### config.mk
export PLATFORM = sky130hd
export DESIGN_NAME = lia_queue
export DESIGN_NICKNAME = d
export VERILOG_FILES = /design/src/rtl/lia_pkg.sv /design/src/rtl/lia_queue.sv
export SDC_FILE = /design/constraint.sdc
export NUM_CORES = 1
export LEC_CHECK = 0
export BUFFER_PORTS_ARGS = -buffer_cell sky130_fd_sc_hd__clkbuf_2
export CELL_PAD_IN_SITES_DETAIL_PLACEMENT = 0
export CELL_PAD_IN_SITES_GLOBAL_PLACEMENT = 1
export CORE_MARGIN = 10
export CORE_UTILIZATION = 34
export CTS_CLUSTER_DIAMETER = 200
export DETAILED_ROUTE_END_ITERATION = 7
export GPL_ROUTABILITY_DRIVEN = 0
export HOLD_SLACK_MARGIN = 0.1
export PLACE_DENSITY_LB_ADDON = 0.1
export SYNTH_ARGS = -nofsm -noshare
export SYNTH_HDL_FRONTEND = slang
export SYNTH_SLANG_ARGS = --single-unit
### constraint.sdc
create_clock -name clock -period 7.4 [get_ports clock]
set_input_delay 1.11 -clock clock [delete_from_list [all_inputs] [get_ports clock]]
set_output_delay 1.11 -clock clock [all_outputs]
set_load 0.1 [all_outputs]
### src/rtl/lia_pkg.sv
// Shared types and constants for the LRU index allocator with expiry.
// No dependencies; used by every module under rtl/.
`timescale 1ns / 1ps
`default_nettype none
package lia_pkg;
   localparam int POOL_SIZE = 1024;
   localparam int IDX_W     = 10;
   localparam int LINK_W    = IDX_W + 1;
   localparam int TIME_W    = 63;
   localparam int ROW_W     = 32;
   localparam int ROWS      = POOL_SIZE / ROW_W;
   localparam int ROW_AW    = $clog2(ROWS);
   localparam int BIT_AW    = $clog2(ROW_W);
   localparam logic [LINK_W-1:0] SENT_LINK = LINK_W'(POOL_SIZE);

   localparam logic [1:0] REQ_ALLOC  = 2'd0;
   localparam logic [1:0] REQ_REJUV  = 2'd1;
   localparam logic [1:0] REQ_EXPIRE = 2'd2;

   localparam logic [1:0] OP_ALLOC  = 2'd0;
   localparam logic [1:0] OP_REJUV  = 2'd1;
   localparam logic [1:0] OP_EXPIRE = 2'd2;
   localparam logic [1:0] OP_FAIL   = 2'd3;

   typedef struct packed {
      logic [1:0]        req_type;
      logic [IDX_W-1:0]  entry_index;
      logic [TIME_W-1:0] now_time;
   } req_item_type;

   typedef struct packed {
      logic             success;
      logic [IDX_W-1:0] result_index;
   } rsp_item_type;

   typedef struct packed {
      logic [1:0]        op;
      logic [IDX_W-1:0]  idx;
      logic [TIME_W-1:0] now;
   } cmd_type;

   typedef struct packed {
      logic clearing;
   } back_status_type;
endpackage
`default_nettype wire

### src/rtl/lia_queue.sv
// Two-entry command queue between front and back ends.
// Depends on lia_pkg.
`timescale 1ns / 1ps
`default_nettype none
module lia_queue (
   input  wire                   clock,
   input  wire                   reset,
   input  wire                   push,
   input  wire lia_pkg::cmd_type push_data,
   input  wire                   pop,
   output logic                  full,
   output logic                  empty,
   output lia_pkg::cmd_type      head_data
);
   lia_pkg::cmd_type mem_ff [2];
   logic       wr_ff, wr_in, rd_ff, rd_in;
   logic [1:0] cnt_ff, cnt_in;

   assign full      = cnt_ff == 2'd2;
   assign empty     = cnt_ff == 2'd0;
   assign head_data = mem_ff[rd_ff];

   always_comb begin
      wr_in  = push ? ~wr_ff : wr_ff;
      rd_in  = pop ? ~rd_ff : rd_ff;
      cnt_in = cnt_ff + {1'b0, push} - {1'b0, pop};
   end

   always_ff @(posedge clock) begin
      if (reset) begin
         wr_ff  <= 1'b0;
         rd_ff  <= 1'b0;
         cnt_ff <= 2'd0;
      end else begin
         wr_ff  <= wr_in;
         rd_ff  <= rd_in;
         cnt_ff <= cnt_in;
      end
      if (push) mem_ff[wr_ff] <= push_data;
   end
endmodule
`default_nettype wire

---- Word-level counts from Yosys, hierarchy flattened ----
Memories as Yosys holds them, arrays and structs flattened. A register that Yosys moved wholly into a read port is not among the register bits.
Cells that the tools add are included.
storage, ports and cells
  register bits ........................... 4
  bits in writable memories ............... 150
  input bits .............................. 79
  output and inout bits ................... 77
  memories kept ........................... 1
operators by class
  add/subtract/negate cells ............... 2
  equal/unequal tests ..................... 1
  multiplexer cells ....................... 4
  bitwise logic cells ..................... 2
  reductions and logical operators ........ 1
memory list
  memory  depth  width  rd ports  clocked after memory_dff  write ports  RTL line         text
  mem_ff  2      75     1         1                         1            lia_queue.sv:15  lia_pkg::cmd_type mem_ff [2];
operator list
  operator            count
  $mux 1              4
  $add 2x1->2         1
  $eq 2x2->1 const B  1
  $logic_not 2->1     1
  $not 1->1           2
  $sub 2x1->2         1

---- Logic depth before layout (Yosys ltp) ----
  depth after elaboration ................. 3
  mapped depth ............................ 6
  mapped depth without buffers ............ 6

---- Worst setup path after synthesis ----
OpenSTA, ideal clock, no wires.
  kind .................................... input port to flip-flop
  start point ............................. in push
  end point ............................... mem mem_ff[0][0] (netlist bit) (enable)
  setup time .............................. 0.518 ns
  arrival time ............................ 4.394 ns
  data required time ...................... 6.882 ns
  slack ................................... 2.488 ns
  cell stages on the path ................. 1
  path buffers ............................ 0
  cells stage by stage .................... nor2b_1
between the ends
  cells in the longest elaborated chain, start to end .. 2
ends and longest elaborated chain
  what                          RTL line         text
  start: declaration            lia_queue.sv:8   input wire push,
  $mux 1                        lia_queue.sv:39  if (push) mem_ff[wr_ff] <= push_data;
  $mux 1 (implied by the code)  lia_queue.sv:39
  end: declaration              lia_queue.sv:15
Every way passes these cells.

==> out/metrics.csv <==
stage;metric;value;unit
yosys;sequential-to-total area share from yosys stat;79.0;%
global_routing;vias in the first global route;3073;
critical_path;CP peak stage delay;0.74;ns
route;initial DRC count;80;
critical_path;Worst R2R Start;wr_ff;
global_routing;initial antenna violation count;0;
layout;number of fillers in the final layout;1522;
yosys;leading area contributor after synthesis;edfxtp_1;
sta;final hold violations;0;
power_and_ir_drop;LEAKAGE;2.89;nW
clock_tree;Sink Count;155;
layout;post-route cell area;7370;µm²
global_routing;gr usage total;10.4;%
route;DRT Pass-1 Iters;4;
critical_path;Startpoint Class;flip-flop;
layout;Final #Nets;503;
critical_path;slowest CP cell;buf_4;
sta;worst-margin pin slew;1.06;ns
layout;multi-input logic area;1150;µm²
place;Placed Cells;623;
yosys;predominant post-synthesis flop cell;edfxtp_1;
route;Avg WL per Cell;17.7;µm
route;Routed Antenna Nets;0;
yosys;post-synth top area share;77.3;%
clock_tree;CTS tree;built;
clock_tree;hold buffer count at cts;0;
die;starting density of the core;34.9;%
critical_path;CP Buf/Inv Count;2;
clock_tree;Clock Tree Buf Depth;2;
clock_tree;worst skew pair latency;0.41;ns
yosys;Syn Area/Cell;23.0;µm²
sta;Final min period;3.79;ns
place;Post-DP HPWL;7700;µm
die;Ports;156;
die;Core ar.;16700;µm²
clock_tree;Resized Gates After CTS;0;
layout;sequential cell area;4610;µm²
yosys;Distinct cells, synth;13;
sta;min setup slack post-route;3.61;ns
place;Port Buffer Count;155;
layout;fraction of layout cells with a size suffix above 1;60.5;%
die;chip height;151;µm
critical_path;Worst R2R Path Depth;2;
yosys;Gate Count Post-Synth;254;
flow_run;max_cap viols;0;
route;Post-Route WL;11600;µm
clock_tree;CTS Buf Count;17;
route;DRC;0;
layout;n_diodes;0;
yosys;most numerous cell in the Yosys netlist;edfxtp_1;
critical_path;setup slack, reg-to-reg;5.22;ns
critical_path;crit path max fanout;48;
clock_tree;clk slew on worst S/H paths;0.06;ns
sta;Slew HR;29.0;%
yosys;synthesized area;5830;µm²
sta;Layout Skew;0.00393;ns
yosys;number of flops mapped to enable cells by yosys;150;
worst_hold_path;min-delay worst type;flip-flop to flip-flop;
die;Die Width;151;µm
power_and_ir_drop;VDD IR max;0.168;mV
die;Site Rows;47;
sta;max-slew violations;0;
critical_path;cell breakdown of the critical path;buf_4 > mux2_2 > clkbuf_2;
place;dpl cell area;6830;µm²
yosys;YS warnings;0;
sta;Final setup viols;0;
sta;RSZ-0062 raised after global routing;false;
route;Via density;4.28;
critical_path;RR Endpoint;mem_ff[0][51];
yosys;ranking of synthesized cells by area;edfxtp_1 77%, mux2_4 13%, mux2_2 4.8%, dfxtp_1 1.7%, buf_6 1.2%;
run_status;status;completed;
critical_path;worst path arrival time;2.68;ns
power_and_ir_drop;Pwr Density;325;nW/µm²
critical_path;Data required, critical path;6.29;ns
critical_path;CP Class;flip-flop to primary output;
die;die area;22800;µm²
clock_tree;Post-CTS Setup Bufs;0;
critical_path;crit path capture;head_data[10];
global_routing;global route overflow;0;
layout;Finished Layout Cells;655;
power_and_ir_drop;total power;0.00239;W
critical_path;nature of the critical path endpoint;primary output;
sta;setup_tns;0;ns
critical_path;CP delay by family, top;buffers and inverters;
yosys;ys async rst share;0;%
yosys;Post-synth top cells;150 x edfxtp_1, 50 x mux2_4, 25 x mux2_2, 6 x buf_6;
sta;fin crit share;51.2;%
yosys;syn nets;335;
yosys;#FFs+latches synth;155;
global_routing;first-pass GRT wire length;17500;µm
critical_path;Crit path depth;3;
place;pre-CTS setup slack;3.99;ns
clock_tree;CTS Root Cell;clkbuf_16;
layout;Synth-to-Final Area Change;26.4;%
clock_tree;CTS H-tree depth;4;
sta;maximum clock frequency;264;MHz
global_routing;largest net degree at the start of global routing;76;
route;routed via count;2803;
[layout by cell type, fill, tap and decap left out, drive strengths merged, types with 2 or more instances in the layout]
cell	netlist	layout
clkbuf	0	172
dfxtp	5	5
nor2	5	5
edfxtp	150	150
buf	8	2
clkinv	0	10
clkinvlp	0	4
inv	2	2
mux2	75	75
ha	2	2
xnor2	2	2
nor2b	3	3
[layout make-up]
cell class	count	area share [%]
Inverter	2	0.102
Sequential cell	155	62.6
Clock buffer	17	5.77
Multi-Input combinational cell	89	15.6
Timing Repair Buffer	157	10.7
Tap cell	220	3.74
Clock inverter	15	1.48
[per-layer routing]
layer  GRT usage [%]  wire, µm  up-vias
li1                -         -     1342
met1            12.4      4930     1339
met2            15.6      5380      108
met3            4.77      1070       14
met4            4.91       191        0
met5               0         0        -
[kinds of logic (layout without fill, tap and decap cells)]
family	Yosys count	count (layout)	share of synthesized area (%)
xor gates and xnor gates	3	3	0.687
muxes	75	75	17.7
and+or+nand+nor	9	9	0.751
DFF	155	155	79.0
adders and majority gates	2	2	0.429
buffers and inverters	10	191	1.46
[metrics by stage]
step,utilization (%),hold WS (ns)
2_1_floorplan,-,0.480
3_3_place_gp,40.9,0.503
3_5_place_dp,40.9,0.514
4_1_cts,44.1,0.529
5_1_grt,44.1,0.550
6_report,44.1,0.523
[power breakdown]
part	total, W	switching, W	internal, W
registers	0.00105	0.0000209	0.00103
clock network	0.000782	0.000328	0.000454
logic	0.000563	0.000446	0.000118
[registers in the layout, indices dropped and copies added (netlist names), named ones only]
name and flops:
cnt_ff 2, mem_ff 150, rd_ff 1, wr_ff 1
[how the worst min path moves through the flow]
stage / start / end / slack, ns / cells past startpoint
5_1_grt: rd_ff / rd_ff / 0.55 / 2
4_1_cts: rd_ff / rd_ff / 0.53 / 2
2_1_floorplan: rd_ff / flip-flop / 0.48 / 2
6_report: rd_ff / flip-flop / 0.52 / 2
3_3_place_gp: rd_ff / rd_ff / 0.50 / 2
3_5_place_dp: rd_ff / rd_ff / 0.51 / 2
[worst min-delay path: cells and delay by family, from the launching register on]
family | cells | cell delay (ns)
XOR/XNOR | 1 | 0.08
flip-flops | 1 | 0.32
AND/OR/NAND/NOR | 1 | 0.08
Note: power is estimated with default switching activity, not from simulation.
